===== config.mk =====
export PLATFORM = sky130hd
export DESIGN_NAME = bmp_decimating_blit_core
export DESIGN_NICKNAME = d
export VERILOG_FILES = /design/src/sv/bmpdb_pkg.sv /design/src/sv/bmp_decimating_blit_core.sv /design/src/sv/bmpdb_div.sv /design/src/sv/bmpdb_emit.sv
export SDC_FILE = /design/constraint.sdc
export NUM_CORES = 1
export LEC_CHECK = 0
export BUFFER_PORTS_ARGS = -buffer_cell sky130_fd_sc_hd__buf_2
export CORE_UTILIZATION = 43
export DETAILED_ROUTE_END_ITERATION = 10
export SLEW_MARGIN = 10
export SYNTH_ARGS = -nofsm -noshare
export SYNTH_HDL_FRONTEND = slang
export SYNTH_SLANG_ARGS = --single-unit

===== constraint.sdc =====
create_clock -name aclk -period 5.5 [get_ports aclk]
set_input_delay 0.825 -clock aclk [delete_from_list [all_inputs] [get_ports aclk]]
set_output_delay 0.825 -clock aclk [all_outputs]
set_load 0.03 [all_outputs]

===== src/sv/bmpdb_pkg.sv =====
`timescale 1ns / 1ps

package bmpdb_pkg;

    // Screen geometry and source limits
    localparam int SCREEN_WIDTH   = 800;
    localparam int SCREEN_HEIGHT  = 480;
    localparam int MAX_IMAGE_SIDE = 4096;
    localparam int MAX_STEP       = 64;

    // Field and counter widths
    localparam int XO_W    = 10;
    localparam int YO_W    = 9;
    localparam int SIDE_W  = 13;
    localparam int STEP_W  = 7;
    localparam int COL_W   = 12;
    localparam int PHASE_W = 6;
    localparam int PIX_W   = 24;
    localparam int ADDR_W  = 19;
    localparam int CFG_IDX_W  = 3;
    localparam int CFG_DATA_W = 13;

    // Restoring divider: one quotient bit per step
    localparam int DIV_STEPS = COL_W;
    localparam int DIV_CNT_W = $clog2(DIV_STEPS + 1);

    // Register indexes
    localparam logic [CFG_IDX_W-1:0] REG_X_ORIGIN      = 3'd0;
    localparam logic [CFG_IDX_W-1:0] REG_Y_ORIGIN      = 3'd1;
    localparam logic [CFG_IDX_W-1:0] REG_IMAGE_WIDTH   = 3'd2;
    localparam logic [CFG_IDX_W-1:0] REG_IMAGE_HEIGHT  = 3'd3;
    localparam logic [CFG_IDX_W-1:0] REG_SHRINK_FACTOR = 3'd4;

    // Pixel handed from the sequencer to the output stage
    typedef struct packed {
        logic               fire;
        logic [PIX_W-1:0]   pixel;
        logic [COL_W-1:0]   target_column;
        logic [COL_W-1:0]   target_row;
    } emit_req_t;

    // Divider status back to the sequencer
    typedef struct packed {
        logic               busy;
        logic               done;
        logic [COL_W-1:0]   quotient;
        logic [PHASE_W-1:0] remainder;
    } div_res_t;

    // Zero reads as one, oversized reads as the largest side
    function automatic logic [SIDE_W-1:0] clamp_side(input logic [SIDE_W-1:0] v);
        logic [SIDE_W-1:0] r;
        r = v;
        if (v == '0) begin
            r = SIDE_W'(1);
        end else if (v > SIDE_W'(MAX_IMAGE_SIDE)) begin
            r = SIDE_W'(MAX_IMAGE_SIDE);
        end
        return r;
    endfunction

    // Zero step reads as one, oversized as the largest step
    function automatic logic [STEP_W-1:0] eff_step(input logic [STEP_W-1:0] v);
        logic [STEP_W-1:0] r;
        r = v;
        if (v == '0) begin
            r = STEP_W'(1);
        end else if (v > STEP_W'(MAX_STEP)) begin
            r = STEP_W'(MAX_STEP);
        end
        return r;
    endfunction

endpackage


===== src/sv/bmp_decimating_blit_core.sv =====
`timescale 1ns / 1ps

// BMP decimating blit: takes 24-bit BMP pixels in file order (rows bottom-up,
// blue byte first) on the s_ channel and emits framebuffer writes on the m_
// channel: the pixel word (red in 23:16) and its word address on an 800 x 480
// screen. Every shrink_factor-th column and row is kept, the image is flipped
// upright, and pixels that land off-screen are dropped without a transfer.
// s_picture_start marks the first pixel of a picture.
// A pixel is accepted while idle; the sequencer then hands it to the output
// register once that is free, and s_ready stays low until it is idle again.
// A pixel with s_picture_start, and the last pixel of a picture, wait in a
// load state: the starting row phase and target row need a divide of
// (height - 1) by the step, done one quotient bit per cycle in a shared
// restoring divider. The user must write configuration through cfg_wr_en /
// cfg_index / cfg_wdata only while the block is idle; the block does not
// enforce this. Reset (aresetn low, synchronous) loads the default registers
// and zero counters, so a stream without picture start begins at the top row.
// When m_ready stays low the result is held in the output register; one more
// pixel is accepted, and the block then waits to emit it.
module bmp_decimating_blit_core (
    input  logic                                aclk,
    input  logic                                aresetn,
    input  logic                                cfg_wr_en,
    input  logic [bmpdb_pkg::CFG_IDX_W-1:0]     cfg_index,
    input  logic [bmpdb_pkg::CFG_DATA_W-1:0]    cfg_wdata,
    input  logic                                s_valid,
    output logic                                s_ready,
    input  logic [7:0]                          s_blue_byte,
    input  logic [7:0]                          s_green_byte,
    input  logic [7:0]                          s_red_byte,
    input  logic                                s_picture_start,
    output logic                                m_valid,
    input  logic                                m_ready,
    output logic [bmpdb_pkg::PIX_W-1:0]         m_pixel_word,
    output logic [bmpdb_pkg::ADDR_W-1:0]        m_screen_address
);

    localparam logic [1:0] ST_IDLE     = 2'd0;
    localparam logic [1:0] ST_LOAD_PRE = 2'd1;
    localparam logic [1:0] ST_EMIT     = 2'd2;
    localparam logic [1:0] ST_LOAD_POST = 2'd3;

    logic [1:0]                       state_reg, state_next;
    logic [bmpdb_pkg::XO_W-1:0]       x_origin_reg;
    logic [bmpdb_pkg::YO_W-1:0]       y_origin_reg;
    logic [bmpdb_pkg::SIDE_W-1:0]     width_reg;
    logic [bmpdb_pkg::SIDE_W-1:0]     height_reg;
    logic [bmpdb_pkg::STEP_W-1:0]     shrink_reg;
    logic [bmpdb_pkg::PIX_W-1:0]      pix_reg, pix_next;
    logic [bmpdb_pkg::COL_W-1:0]      src_col_reg, src_col_next;
    logic [bmpdb_pkg::COL_W-1:0]      rows_top_reg, rows_top_next;
    logic [bmpdb_pkg::PHASE_W-1:0]    col_phase_reg, col_phase_next;
    logic [bmpdb_pkg::PHASE_W-1:0]    row_phase_reg, row_phase_next;
    logic [bmpdb_pkg::COL_W-1:0]      tgt_col_reg, tgt_col_next;
    logic [bmpdb_pkg::COL_W-1:0]      tgt_row_reg, tgt_row_next;

    logic [bmpdb_pkg::STEP_W-1:0]     step;
    logic [bmpdb_pkg::SIDE_W-1:0]     width_eff;
    logic [bmpdb_pkg::SIDE_W-1:0]     height_eff;
    logic [bmpdb_pkg::COL_W-1:0]      last_row;
    logic                             col_end;
    logic                             col_wrap;
    logic                             div_start;
    logic                             out_free;
    bmpdb_pkg::div_res_t              div_res;
    bmpdb_pkg::emit_req_t             emit_req;

    // Configuration writes
    always_ff @(posedge aclk) begin
        if (!aresetn) begin
            x_origin_reg <= '0;
            y_origin_reg <= '0;
            width_reg    <= bmpdb_pkg::SIDE_W'(800);
            height_reg   <= bmpdb_pkg::SIDE_W'(480);
            shrink_reg   <= bmpdb_pkg::STEP_W'(1);
        end else if (cfg_wr_en) begin
            unique case (cfg_index)
                bmpdb_pkg::REG_X_ORIGIN:      x_origin_reg <= cfg_wdata[bmpdb_pkg::XO_W-1:0];
                bmpdb_pkg::REG_Y_ORIGIN:      y_origin_reg <= cfg_wdata[bmpdb_pkg::YO_W-1:0];
                bmpdb_pkg::REG_IMAGE_WIDTH:   width_reg    <= cfg_wdata;
                bmpdb_pkg::REG_IMAGE_HEIGHT:  height_reg   <= cfg_wdata;
                bmpdb_pkg::REG_SHRINK_FACTOR: shrink_reg   <= cfg_wdata[bmpdb_pkg::STEP_W-1:0];
                default: begin
                end
            endcase
        end
    end

    // Effective sizes and end-of-row tests
    always_comb begin
        step       = bmpdb_pkg::eff_step(shrink_reg);
        width_eff  = bmpdb_pkg::clamp_side(width_reg);
        height_eff = bmpdb_pkg::clamp_side(height_reg);
        last_row   = bmpdb_pkg::COL_W'(height_eff - 1'b1);
        col_end    = (bmpdb_pkg::SIDE_W'(src_col_reg) + 1'b1) >= width_eff;
        col_wrap   = (bmpdb_pkg::STEP_W'(col_phase_reg) + 1'b1) >= step;
    end

    // Sequencer and counter update
    always_comb begin
        state_next     = state_reg;
        pix_next       = pix_reg;
        src_col_next   = src_col_reg;
        rows_top_next  = rows_top_reg;
        col_phase_next = col_phase_reg;
        row_phase_next = row_phase_reg;
        tgt_col_next   = tgt_col_reg;
        tgt_row_next   = tgt_row_reg;
        div_start      = 1'b0;
        emit_req.fire          = 1'b0;
        emit_req.pixel         = pix_reg;
        emit_req.target_column = tgt_col_reg;
        emit_req.target_row    = tgt_row_reg;
        unique case (state_reg)
            ST_IDLE: begin
                if (s_valid) begin
                    pix_next = {s_red_byte, s_green_byte, s_blue_byte};
                    if (s_picture_start) begin
                        div_start  = 1'b1;
                        state_next = ST_LOAD_PRE;
                    end else begin
                        state_next = ST_EMIT;
                    end
                end
            end
            ST_LOAD_PRE, ST_LOAD_POST: begin
                if (div_res.done) begin
                    src_col_next   = '0;
                    col_phase_next = '0;
                    tgt_col_next   = '0;
                    rows_top_next  = last_row;
                    row_phase_next = div_res.remainder;
                    tgt_row_next   = div_res.quotient;
                    state_next     = (state_reg == ST_LOAD_PRE) ? ST_EMIT : ST_IDLE;
                end
            end
            ST_EMIT: begin
                if (out_free) begin
                    emit_req.fire = (col_phase_reg == '0) && (row_phase_reg == '0);
                    state_next    = ST_IDLE;
                    if (col_end) begin
                        if (rows_top_reg == '0) begin
                            // wrap to a new picture
                            div_start  = 1'b1;
                            state_next = ST_LOAD_POST;
                        end else begin
                            src_col_next  = '0;
                            col_phase_next = '0;
                            tgt_col_next  = '0;
                            rows_top_next = rows_top_reg - 1'b1;
                            if (row_phase_reg == '0) begin
                                row_phase_next = bmpdb_pkg::PHASE_W'(step - 1'b1);
                                tgt_row_next   = tgt_row_reg - 1'b1;
                            end else begin
                                row_phase_next = row_phase_reg - 1'b1;
                            end
                        end
                    end else begin
                        src_col_next = src_col_reg + 1'b1;
                        if (col_wrap) begin
                            col_phase_next = '0;
                            tgt_col_next   = tgt_col_reg + 1'b1;
                        end else begin
                            col_phase_next = col_phase_reg + 1'b1;
                        end
                    end
                end
            end
            default: begin
                state_next = ST_IDLE;
            end
        endcase
    end

    always_ff @(posedge aclk) begin
        if (!aresetn) begin
            state_reg     <= ST_IDLE;
            src_col_reg   <= '0;
            rows_top_reg  <= '0;
            col_phase_reg <= '0;
            row_phase_reg <= '0;
            tgt_col_reg   <= '0;
            tgt_row_reg   <= '0;
        end else begin
            state_reg     <= state_next;
            src_col_reg   <= src_col_next;
            rows_top_reg  <= rows_top_next;
            col_phase_reg <= col_phase_next;
            row_phase_reg <= row_phase_next;
            tgt_col_reg   <= tgt_col_next;
            tgt_row_reg   <= tgt_row_next;
        end
        pix_reg <= pix_next;
    end

    assign s_ready = (state_reg == ST_IDLE);

    bmpdb_div u_div (
        .aclk     (aclk),
        .aresetn  (aresetn),
        .start    (div_start),
        .dividend (last_row),
        .divisor  (step),
        .res      (div_res)
    );

    bmpdb_emit u_emit (
        .aclk             (aclk),
        .aresetn          (aresetn),
        .req              (emit_req),
        .x_origin         (x_origin_reg),
        .y_origin         (y_origin_reg),
        .out_free         (out_free),
        .m_valid          (m_valid),
        .m_ready          (m_ready),
        .m_pixel_word     (m_pixel_word),
        .m_screen_address (m_screen_address)
    );

`ifndef SYNTHESIS
    a_div_start_idle: assert property (@(posedge aclk) disable iff (!aresetn)
        div_start |-> !div_res.busy)
        else $error("divider restarted while busy");

    a_start_loads: assert property (@(posedge aclk) disable iff (!aresetn)
        (s_valid && s_ready && s_picture_start) |=> (state_reg == ST_LOAD_PRE))
        else $error("picture start did not enter the load sequence");

    a_done_in_load: assert property (@(posedge aclk) disable iff (!aresetn)
        div_res.done |-> (state_reg == ST_LOAD_PRE || state_reg == ST_LOAD_POST))
        else $error("divider finished outside a load state");
`endif

endmodule


===== src/sv/bmpdb_div.sv =====
`timescale 1ns / 1ps

module bmpdb_div (
    input  logic                                aclk,
    input  logic                                aresetn,
    input  logic                                start,
    input  logic [bmpdb_pkg::COL_W-1:0]         dividend,
    input  logic [bmpdb_pkg::STEP_W-1:0]        divisor,
    output bmpdb_pkg::div_res_t                 res
);

    logic [bmpdb_pkg::DIV_CNT_W-1:0] cnt_reg, cnt_next;
    logic                            done_reg, done_next;
    logic [bmpdb_pkg::COL_W-1:0]     quo_reg, quo_next;
    logic [bmpdb_pkg::PHASE_W-1:0]   rem_reg, rem_next;
    logic [bmpdb_pkg::STEP_W-1:0]    dvs_reg, dvs_next;
    logic [bmpdb_pkg::STEP_W-1:0]    trial;

    // One restoring step: shift in the next dividend bit, subtract if it fits
    always_comb begin
        cnt_next  = cnt_reg;
        done_next = 1'b0;
        quo_next  = quo_reg;
        rem_next  = rem_reg;
        dvs_next  = dvs_reg;
        trial     = {rem_reg, quo_reg[bmpdb_pkg::COL_W-1]};
        if (start) begin
            cnt_next = bmpdb_pkg::DIV_CNT_W'(bmpdb_pkg::DIV_STEPS);
            quo_next = dividend;
            rem_next = '0;
            dvs_next = divisor;
        end else if (cnt_reg != '0) begin
            cnt_next  = cnt_reg - 1'b1;
            done_next = (cnt_reg == bmpdb_pkg::DIV_CNT_W'(1));
            if (trial >= dvs_reg) begin
                rem_next = bmpdb_pkg::PHASE_W'(trial - dvs_reg);
                quo_next = {quo_reg[bmpdb_pkg::COL_W-2:0], 1'b1};
            end else begin
                rem_next = trial[bmpdb_pkg::PHASE_W-1:0];
                quo_next = {quo_reg[bmpdb_pkg::COL_W-2:0], 1'b0};
            end
        end
    end

    always_ff @(posedge aclk) begin
        if (!aresetn) begin
            cnt_reg  <= '0;
            done_reg <= 1'b0;
        end else begin
            cnt_reg  <= cnt_next;
            done_reg <= done_next;
        end
        quo_reg <= quo_next;
        rem_reg <= rem_next;
        dvs_reg <= dvs_next;
    end

    assign res.busy      = (cnt_reg != '0);
    assign res.done      = done_reg;
    assign res.quotient  = quo_reg;
    assign res.remainder = rem_reg;

`ifndef SYNTHESIS
    a_rem_below_divisor: assert property (@(posedge aclk) disable iff (!aresetn)
        done_reg |-> ({1'b0, rem_reg} < dvs_reg))
        else $error("divider remainder not below divisor");
`endif

endmodule


===== src/sv/bmpdb_emit.sv =====
`timescale 1ns / 1ps

module bmpdb_emit (
    input  logic                                aclk,
    input  logic                                aresetn,
    input  bmpdb_pkg::emit_req_t                req,
    input  logic [bmpdb_pkg::XO_W-1:0]          x_origin,
    input  logic [bmpdb_pkg::YO_W-1:0]          y_origin,
    output logic                                out_free,
    output logic                                m_valid,
    input  logic                                m_ready,
    output logic [bmpdb_pkg::PIX_W-1:0]         m_pixel_word,
    output logic [bmpdb_pkg::ADDR_W-1:0]        m_screen_address
);

    localparam int PROD_W = bmpdb_pkg::SIDE_W + bmpdb_pkg::ADDR_W;

    logic                           valid_reg;
    logic [bmpdb_pkg::PIX_W-1:0]    pix_reg;
    logic [bmpdb_pkg::ADDR_W-1:0]   addr_reg;
    logic [bmpdb_pkg::SIDE_W-1:0]   col_sum;
    logic [bmpdb_pkg::SIDE_W-1:0]   row_sum;
    logic                           on_screen;
    logic [PROD_W-1:0]              row_base;
    logic [bmpdb_pkg::ADDR_W-1:0]   addr_calc;

    // Place the pixel on the screen and clip
    always_comb begin
        col_sum   = bmpdb_pkg::SIDE_W'(req.target_column) + bmpdb_pkg::SIDE_W'(x_origin);
        row_sum   = bmpdb_pkg::SIDE_W'(req.target_row) + bmpdb_pkg::SIDE_W'(y_origin);
        on_screen = (col_sum < bmpdb_pkg::SIDE_W'(bmpdb_pkg::SCREEN_WIDTH)) &&
                    (row_sum < bmpdb_pkg::SIDE_W'(bmpdb_pkg::SCREEN_HEIGHT));
        row_base  = PROD_W'(row_sum) * PROD_W'(bmpdb_pkg::SCREEN_WIDTH);
        addr_calc = bmpdb_pkg::ADDR_W'(row_base + PROD_W'(col_sum));
    end

    assign out_free = !valid_reg || m_ready;

    // Hold the result until the transfer completes
    always_ff @(posedge aclk) begin
        if (!aresetn) begin
            valid_reg <= 1'b0;
        end else if (req.fire && on_screen && out_free) begin
            valid_reg <= 1'b1;
        end else if (m_ready) begin
            valid_reg <= 1'b0;
        end
        if (req.fire && on_screen && out_free) begin
            pix_reg  <= req.pixel;
            addr_reg <= addr_calc;
        end
    end

    assign m_valid          = valid_reg;
    assign m_pixel_word     = pix_reg;
    assign m_screen_address = addr_reg;

`ifndef SYNTHESIS
    a_addr_in_frame: assert property (@(posedge aclk) disable iff (!aresetn)
        valid_reg |-> (addr_reg <
            bmpdb_pkg::ADDR_W'(bmpdb_pkg::SCREEN_WIDTH * bmpdb_pkg::SCREEN_HEIGHT)))
        else $error("screen address beyond framebuffer");
`endif

endmodule


==> impl_metrics.env <==
export IMPL_ys_ff_latch=212
export IMPL_gp_congestion=0.844
export IMPL_hpwl_mm=21.2
export IMPL_post_cts_buffers=0
export IMPL_netlist_area_um2=12300
export IMPL_p_total_mw=5.25
export IMPL_cts_sinks=212
export IMPL_syn_area_per_cell_um2=9.01
export IMPL_synthArstFlopShare_pct=0
export IMPL_final_common_cell="nand2_1"
export IMPL_synth_edf_count=86
export IMPL_io_buffers=90
export IMPL_layout_nets=1589
export IMPL_cp_start_kind="flip-flop"
export IMPL_finalHoldViolCount=0
export IMPL_power_density_nw_per_um2=379
export IMPL_drv_cap=0
export IMPL_wirelength_mm=29.2
export IMPL_finalMaxSlewViolations=0
export IMPL_antenna_found_initial=0
export IMPL_cts_path_max_buffers=3
export IMPL_cts_root_buffer="clkbuf_16"
export IMPL_routedWlPerCell_um=15.9
export IMPL_core_area_um2=28000
export IMPL_ys_flop_type="dfxtp_1"
export IMPL_tns_ns=0
export IMPL_vias=9847
export IMPL_status="finished, final reports clean"
export IMPL_fmax_mhz=209
export IMPL_cts_hold_buf=0
export IMPL_path_max_fanout=5
export IMPL_n_antenna_cell=0
export IMPL_rsz0062_at_grt="no"
export IMPL_p_leak_nw=5.69
export IMPL_cp_slowest_stage_delay_ns=0.49
export IMPL_drc_errors=0
export IMPL_fillers=2679
export IMPL_cp_cell_sequence="ha_1 -> inv_1 -> fa_1 -> nor2b_1 -> o31ai_1 -> nand2b_1 -> a21oi_1 -> xnor2_1 -> ha_1 -> ha_1 -> inv_1 -> fa_1 -> inv_1 -> ha_1 -> and3_1 -> a21oi_1 -> nand3b_1 -> xnor2_1 -> nor2_1 -> o2111ai_1 -> xnor3_1"
export IMPL_clk_latency_ns=0.53
export IMPL_hold_class="reg2reg"
export IMPL_worstMarginPinSlew_ns=0.956
export IMPL_clk_transition_reported_paths_ns=0.06
export IMPL_syn2layout_area_growth_pct=12.3
export IMPL_htree_levels=1
export IMPL_drt_antenna_violating_nets=0
export IMPL_rr_worst_depth=21
export IMPL_cp_depth=21
export IMPL_path_buf_inv=3
export IMPL_critical_path_top_delay_family="adder cells"
export IMPL_fin_crit_ns=4.78
export IMPL_pin_count=91
export IMPL_rows=61
export IMPL_required_ns=5.76
export IMPL_post_cts_resized=0
export IMPL_grt_usage_pct=20.3
export IMPL_synth_nets=1523
export IMPL_die_h_um=171
export IMPL_yosysWarnings=0
export IMPL_viasPerCell=5.38
export IMPL_synth_cell_types=78
export IMPL_cts_buffers=24
export IMPL_cts_tree="done"
export IMPL_vdd_ir_drop_max_mv=0.308
export IMPL_die_w_um=171
export IMPL_max_slew_margin_rel_pct=36.2
export IMPL_grt_overflow_total=0
export IMPL_min_path_cells=0
export IMPL_grt_pass1_vias=9422
export IMPL_crit_top_cell="ha_1"
export IMPL_dr_pass1_iters=5
export IMPL_crit_type="reg2reg"
export IMPL_initial_utilization_pct=44.1
export IMPL_drive_above_1_share_pct=11.9
export IMPL_drt_iter0_drc=633
export IMPL_slowest_stage="fa_1"
export IMPL_synthCells=1370
export IMPL_fin_skew_ns=0.0231
export IMPL_synth_seq_area_share_pct=41.4
export IMPL_grt_pass1_wl_mm=48.0
export IMPL_crit_arrival_ns=5.04
export IMPL_fp_dieArea_um2=29400
export IMPL_layout_common_cells="nand2_1 (200), a21oi_1 (130), dfxtp_1 (126)"
export IMPL_end_kind="flip-flop"
export IMPL_fin_crit_sh_pct=86.9
export IMPL_grt_max_degree=56
export IMPL_setup_viol=0
final timing paths:
path / to / slack (ns) / from
min reg2reg: u_emit.m_pixel_word[23] / 0.42 / pix_reg[23]
max reg2reg: u_emit.m_screen_address[18] / 0.72 / tgt_row_reg[0]
min: u_emit.m_pixel_word[23] / 0.42 / pix_reg[23]
max: u_emit.m_screen_address[18] / 0.72 / tgt_row_reg[0]
synthesized netlist by cell type (all sizes together) (13+ instances only):
cell type  count  share of area (%)
a211oi        16               0.97
a21o          13               0.79
a21oi        130                5.3
buf           18                1.2
clkbuf        42                1.3
dfxtp        126                 20
edfxtp        86                 21
ha            96                9.7
inv           80                2.4
nand2        200                6.1
nand2b        13               0.72
nand3         53                2.1
nor2          88                2.7
nor2b         14               0.71
nor3          28                1.1
o211ai        16               0.97
o21a          22                1.3
o21ai         65                2.6
or3           16               0.81
xnor2         41                2.9
xor2          20                1.4
power by group:
part	internal, mW	total, mW	switching [mW]
combinational	0.622	1.56	0.943
sequential	1.90	2.05	0.155
clock	0.964	1.63	0.667
total	3.48	5.25	1.76
layer usage:
| layer | track usage [%] | share of wire, % | vias up |
|---|---|---|---|
| li1 | - | - | 5029 |
| met1 | 27.5 | 47 | 4577 |
| met2 | 34.2 | 46 | 205 |
| met3 | 2.88 | 5.0 | 36 |
| met4 | 4.04 | 1.6 | 0 |
| met5 | 0 | 0 | - |
stage by stage:
stage | setup WS [ns] | instances | instance area, um^2 | utilization (%) | hold slack (ns)
floorplan | 0.822 | 1370 | 12400 | - | 0.400
global placement | 0.762 | 1788 | 13000 | 46.6 | 0.400
detailed placement | 0.671 | 1788 | 13000 | 46.6 | 0.405
CTS | 0.695 | 1831 | 13900 | 49.5 | 0.419
global route | 0.352 | 1831 | 13900 | 49.5 | 0.422
finish | 0.720 | 1831 | 13900 | 49.5 | 0.416
area by class of cell:
class	instances	area [um^2]	share of cell area, %
Clock buffer	27	622	4.49
Clock inverter	16	193	1.39
Inverter	81	304	2.19
Multi-Input combinational cell	1017	6640	47.9
Sequential cell	212	5100	36.8
Tap cell	378	473	3.41
Timing Repair Buffer	100	526	3.79
kinds of logic after synthesis:
kind of cell / Yosys count / synth area share, %
AOI/OAI and AO/OA: 337 / 17.0
xor gates and xnor gates: 62 / 4.51
adders and majority gates: 107 / 11.5
buffers and inverters: 141 / 4.98
DFF: 212 / 41.4
muxes: 20 / 1.82
and+or+nand+nor: 491 / 18.9
(Power assumes the default switching activity.)
